**config.mk**
```make
export PLATFORM = sky130hd
export DESIGN_NAME = dtw_ctrl
export DESIGN_NICKNAME = d
export VERILOG_FILES = /design/src/hw/rtl/dtw_pkg.sv /design/src/hw/rtl/dtw_ctrl.sv
export SDC_FILE = /design/constraint.sdc
export NUM_CORES = 1
export LEC_CHECK = 0
export ABC_AREA = 1
export BUFFER_PORTS_ARGS = -buffer_cell sky130_fd_sc_hd__buf_2
export CORE_UTILIZATION = 35
export DETAILED_ROUTE_END_ITERATION = 12
export HOLD_SLACK_MARGIN = 0.1
export SYNTH_ARGS = -nofsm -noshare
export SYNTH_HDL_FRONTEND = slang
export SYNTH_SLANG_ARGS = --single-unit
```
**constraint.sdc**
```tcl
create_clock -name clk -period 1.7 [get_ports clk]
set_input_delay 0.085 -clock clk [delete_from_list [all_inputs] [get_ports clk]]
set_output_delay 0.085 -clock clk [all_outputs]
set_load 0.01 [all_outputs]
```
**src/hw/rtl/dtw_pkg.sv**
```systemverilog
// Shared types, codes and constants of the windowed time warping distance block.
`default_nettype none

package dtw_pkg;

    localparam int CFG_IDX_W  = 3;
    localparam int CFG_DATA_W = 16;
    localparam int ACTION_W   = 2;
    localparam int ELEM_W     = 16;
    localparam int COST_W     = 32;

    localparam logic [ACTION_W-1:0] ACT_FIRST   = 2'd0;
    localparam logic [ACTION_W-1:0] ACT_SECOND  = 2'd1;
    localparam logic [ACTION_W-1:0] ACT_COMPUTE = 2'd2;

    localparam logic [CFG_IDX_W-1:0] REG_BAND_EN     = 3'd0;
    localparam logic [CFG_IDX_W-1:0] REG_BAND_RATIO  = 3'd1;
    localparam logic [CFG_IDX_W-1:0] REG_COST_WEIGHT = 3'd2;
    localparam logic [CFG_IDX_W-1:0] REG_NORM_EN     = 3'd3;
    localparam logic [CFG_IDX_W-1:0] REG_FRAME_SIZE  = 3'd4;

    localparam logic [COST_W-1:0] COST_INF = 32'hFFFF_FFFF;
    localparam logic [COST_W-1:0] COST_MAX = 32'hFFFF_FFFE;

    localparam logic [8:0]  RATIO_ONE     = 9'd256;
    localparam logic [8:0]  RATIO_RESET   = 9'd26;
    localparam logic [15:0] WEIGHT_RESET  = 16'd256;
    localparam logic [4:0]  FSIZE_RESET   = 5'd13;

    typedef enum logic [4:0] {
        S_IDLE,
        S_LEN1,
        S_LEN1_WAIT,
        S_LEN2,
        S_LEN2_WAIT,
        S_SETUP,
        S_INIT,
        S_READ,
        S_CELL,
        S_ACC,
        S_SQRT,
        S_SQRT_WAIT,
        S_MUL,
        S_SUM,
        S_WRITE,
        S_NORM,
        S_NORM_WAIT,
        S_OUT
    } dtw_state_t;

    typedef struct packed {
        logic idle;
        logic div_len1;
        logic take_len1;
        logic div_len2;
        logic take_len2;
        logic setup;
        logic init;
        logic rd;
        logic visit;
        logic acc;
        logic sqrt_start;
        logic mul;
        logic sum;
        logic wr;
        logic div_norm;
        logic take_norm;
        logic load_out;
    } dtw_cmd_t;

    typedef struct packed {
        logic start;
        logic div_done;
        logic empty;
        logic skip;
        logic acc_done;
        logic sqrt_done;
        logic j_last;
        logic i_last;
        logic norm_needed;
        logic out_free;
    } dtw_stat_t;

endpackage

`default_nettype wire

```
**src/hw/rtl/dtw_ctrl.sv**
```systemverilog
// Controller state machine that sequences the table walk.
`default_nettype none

module dtw_ctrl import dtw_pkg::*; (
    input  logic      clk,
    input  logic      rst_n,
    input  dtw_stat_t stat,
    output dtw_cmd_t  cmd
);

    dtw_state_t state_reg, state_next;

    always_ff @(posedge clk or negedge rst_n)
    begin
        if (!rst_n)
            state_reg <= S_IDLE;
        else
            state_reg <= state_next;
    end

    always_comb
    begin
        state_next = state_reg;
        cmd        = '0;
        case (state_reg)
            S_IDLE:
            begin
                cmd.idle = 1'b1;
                if (stat.start)
                    state_next = S_LEN1;
            end
            S_LEN1:
            begin
                cmd.div_len1 = 1'b1;
                state_next   = S_LEN1_WAIT;
            end
            S_LEN1_WAIT:
            begin
                if (stat.div_done)
                begin
                    cmd.take_len1 = 1'b1;
                    state_next    = S_LEN2;
                end
            end
            S_LEN2:
            begin
                cmd.div_len2 = 1'b1;
                state_next   = S_LEN2_WAIT;
            end
            S_LEN2_WAIT:
            begin
                if (stat.div_done)
                begin
                    cmd.take_len2 = 1'b1;
                    state_next    = S_SETUP;
                end
            end
            S_SETUP:
            begin
                cmd.setup  = 1'b1;
                state_next = stat.empty ? S_OUT : S_INIT;
            end
            S_INIT:
            begin
                cmd.init = 1'b1;
                if (stat.j_last)
                    state_next = S_READ;
            end
            S_READ:
            begin
                cmd.rd     = 1'b1;
                state_next = S_CELL;
            end
            S_CELL:
            begin
                cmd.visit  = 1'b1;
                state_next = stat.skip ? S_WRITE : S_ACC;
            end
            S_ACC:
            begin
                cmd.acc = 1'b1;
                if (stat.acc_done)
                    state_next = S_SQRT;
            end
            S_SQRT:
            begin
                cmd.sqrt_start = 1'b1;
                state_next     = S_SQRT_WAIT;
            end
            S_SQRT_WAIT:
            begin
                if (stat.sqrt_done)
                    state_next = S_MUL;
            end
            S_MUL:
            begin
                cmd.mul    = 1'b1;
                state_next = S_SUM;
            end
            S_SUM:
            begin
                cmd.sum    = 1'b1;
                state_next = S_WRITE;
            end
            S_WRITE:
            begin
                cmd.wr     = 1'b1;
                state_next = (stat.j_last && stat.i_last) ? S_NORM : S_READ;
            end
            S_NORM:
            begin
                if (stat.norm_needed)
                begin
                    cmd.div_norm = 1'b1;
                    state_next   = S_NORM_WAIT;
                end
                else
                    state_next = S_OUT;
            end
            S_NORM_WAIT:
            begin
                if (stat.div_done)
                begin
                    cmd.take_norm = 1'b1;
                    state_next    = S_OUT;
                end
            end
            S_OUT:
            begin
                if (stat.out_free)
                begin
                    cmd.load_out = 1'b1;
                    state_next   = S_IDLE;
                end
            end
            default:
                state_next = S_IDLE;
        endcase
    end

endmodule

`default_nettype wire

```
==> metrics.md <==
| Metric | Value |
|---|---|
| Clock-pin slew on the worst setup and hold paths | roughly 0.05 ns |
| Max IR drop VDD | roughly 0.64 mV |
| Status | finished, final reports clean |
| Crit path cell chain | nand2_1 -> nor2_4 -> nand2_1 -> nor2_1 -> buf_2 |
| Clock buffer depth | 2 |
| CP Buf/Inv Count | 1 |
| Vias in the first global route | 829 |
| Yosys reg bits | 5 |
| Vias/cell | approximately 4.9 |
| Switch Pwr | roughly 840 uW |
| Synth area leaders | nand2_1 (22%), dfrtp_1 (18%), inv_1 (12%) |
| Post-DR wirelength/cell | 11.8 um |
| Final Max Slew Viols | 0 |
| Leak Pwr | 0.000624 uW |
| Crit-path slowest cell | dfrtp_1 |
| Drt first pass iters | 4 |
| Flop pwr share | between 10% and 20% |
| CP peak stage delay | around 0.53 ns |
| Storage element area | between 100 and 150 um^2 |
| CP top delay family | simple AND/OR/NAND/NOR gates |
| Total GRT Usage | between 20% and 30% |
| Cell variety after synth | 19 |
| Final-report setup violation count | 0 |
| Internal | between 500 and 600 uW |
| Fillcell total | 214 |
| Rel. slew slack | 78.2% |
| Mapped cell area | slightly above 700 um^2 |
| CP max FO | 7 |
| Final min period | 1.59 ns |
| Dpl cell area | approximately 880 um^2 |
| Most frequent CP cell | nand2_1 |
| GR peak layer | met2 |
| Top-area cell type share of the netlist area | 21.8% |
| Vias | 919 |
| PD cells | approximately 1500 nW/um^2 |
| Setup Skew | between 0.007 and 0.008 ns |
| First-pass GRT wire length | 3.52 mm |
| Hold/Removal Path Class | primary input to flop |
| Switching portion of total power | 58.2% |
| Drt initial violations | 17 |
| Yosys warns | 0 |
| Comb power frac | a little under three quarters |
| Antenna-violating nets left | 0 |
| Max FFs per register | 5 |
| CTS tree | yes |
| Clk_lat worst skew | approximately 0.25 ns |
| Setup crit end kind | output pin |
| Met3 Use GR | about 4.6% |
| GR Layer Usage met1 | around 29% |
| Root Driver | clkbuf_4 |
| Crit path from | state_reg[1]$_DFFE_PN0P_ |
| Clock power share | under 10% |
| Die area | between 2000 and 2500 um^2 |
| CP arrival | ~1.5 ns |
| Post-Syn Area per Cell | between 5 and 6 um^2 |
| Syn Inst Count | 130 |
| Total gr overflow | 0 |
| Final HPWL DP | 1.70 mm |
| Multi-input combinational cell area | around 490 um^2 |
| Starting Density | roughly 39% |
| Largest net degree at the start of global routing | 11 |
| # DRC | 0 |
| Crit path kind | flop to output pin |
| Grt met2 use | a little under two fifths |
| Initial antenna violation count | 0 |
| Worst endpoint required time | approximately 1.6 ns |
| ANT cells | 0 |
| Max-Cap Viols | 0 |
| Post-Route WL | between 2 and 2.5 mm |
| Die X | between 40 and 50 um |
| Register area share after synthesis | between 15 and 20% |
| Area Overhead vs Synth | 31.0% |
| IO Count | 29 |
| H-tree depth | 1 |
| TNS Setup | 0 ns |
| GP Congestion | just over 0.9 |
| Startpoint Class | flop |
| Core Rows | 15 |
| Worst-Margin Slew | 0.327 ns |
| Share of layout cells above drive strength 1 | around 29% |
| Die Y | 46.9 um |
| Clk sink count | 5 |
| Final instance area | slightly above 900 um^2 |
| Max Freq | roughly 630 MHz |
| CORE AREA | about 1800 um^2 |
| Post-Syn Nets | roughly 140 |
| Count of input and output buffers | 28 |
| Crit share post-route | between 90% and 100% |
| Final Hold Viols | 0 |
| Postcts setup bufs | 0 |
| Fin nets | about 180 |
| RSZ-0062 raised after global routing | false |
| TritonCTS buffer count | 3 |
| Area leader, netlist | nand2_1 |
| FF-to-FF Start | state_reg[1]$_DFFE_PN0P_ |
| Worst Hold Launch | stat[2] |
## cell families after synthesis
kind of cell    count (synthesis)  share of synthesized area (%)
simple gates                   98                           66.7
buf+inv                        25                           14.0
flops                           5                           17.7
compound gates                  2                           1.59
## placed cells by master (no fill, tap or decap), drive strengths merged
| cell type | synthesis | layout |
|---|---|---|
| nand2 | 43 | 43 |
| buf | 1 | 29 |
| nor2 | 26 | 26 |
| inv | 23 | 23 |
| nand3 | 17 | 17 |
| nor3 | 5 | 5 |
| nand4 | 5 | 5 |
| dfrtp | 5 | 5 |
| clkbuf | 0 | 4 |
| clkinv | 1 | 1 |
| nor4 | 1 | 1 |
| nand3b | 1 | 1 |
| a21oi | 1 | 1 |
| o22ai | 1 | 1 |
| dlygate4sd3 | 0 | 1 |
## power by group through the flow
stage	Clock, uW	Sequential [uW]	Combinational, uW
2_1_floorplan	0	240	740
3_3_place_gp	0	268	989
3_5_place_dp	0	269	977
4_1_cts	144	267	986
5_1_grt	152	288	1140
6_report	142	276	1020
## synth_stat cells (all sizes together)
cell type	number
nor2	26
o22ai	1
nand3b	1
nor4	1
dfrtp	5
nor3	5
inv	23
nand4	5
clkinv	1
buf	1
nand2	43
a21oi	1
nand3	17
## final timing paths
kind	depth (start not counted)	slack (ns)	to
setup / recovery	5	0.11	cmd[2]
hold / removal	3	0.12	state_reg[3]$_DFFE_PN0P_
setup reg to reg	9	0.21	state_reg[0]$_DFFE_PN0P_
hold reg to reg	2	0.62	state_reg[0]$_DFFE_PN0P_
max in group asynchronous	2	1.38	state_reg[0]$_DFFE_PN0P_
min in group asynchronous	2	0.17	state_reg[1]$_DFFE_PN0P_
## area by class of cell
type | instances | area share [%]
clock buffers | 4 | 2.84
inverters | 24 | 9.86
multi-input cells | 100 | 53.2
flip-flops and latches | 5 | 13.6
well taps | 25 | 3.38
repair buffers | 30 | 17.0
## timing repair
| action | CTS | global route |
|---|---|---|
| endpoints found under the hold margin | 5 | 0 |
| hold buffers | 1 | 0 |
| setup endpoints to repair | 0 | 4 |
| resized for setup | 0 | 3 |
## tightest hold or removal path, stage by stage
cell	delay, ns
buf_2	0.08
nand3_1	0.08
nand3_1	0.09
## metal layers
layer  up-vias  share of wire [%]
met5         -                  0
met4         0                1.4
met3         4                6.4
met2        39                 45
met1       405                 47
li1        471                  -
## stage by stage
stage	cells	setup slack, ns	util, %	hold WS, ns	total power [uW]
2_1_floorplan	130	0.315	-	-0.211	980
3_3_place_gp	183	0.163	48.8	-0.0964	1260
3_5_place_dp	183	0.188	48.8	-0.0946	1250
4_1_cts	188	0.0589	50.8	0.122	1400
5_1_grt	188	0.00629	51.4	0.131	1580
6_report	188	0.112	51.4	0.122	1430
No activity file was read; power rests on OpenSTA's default activity.
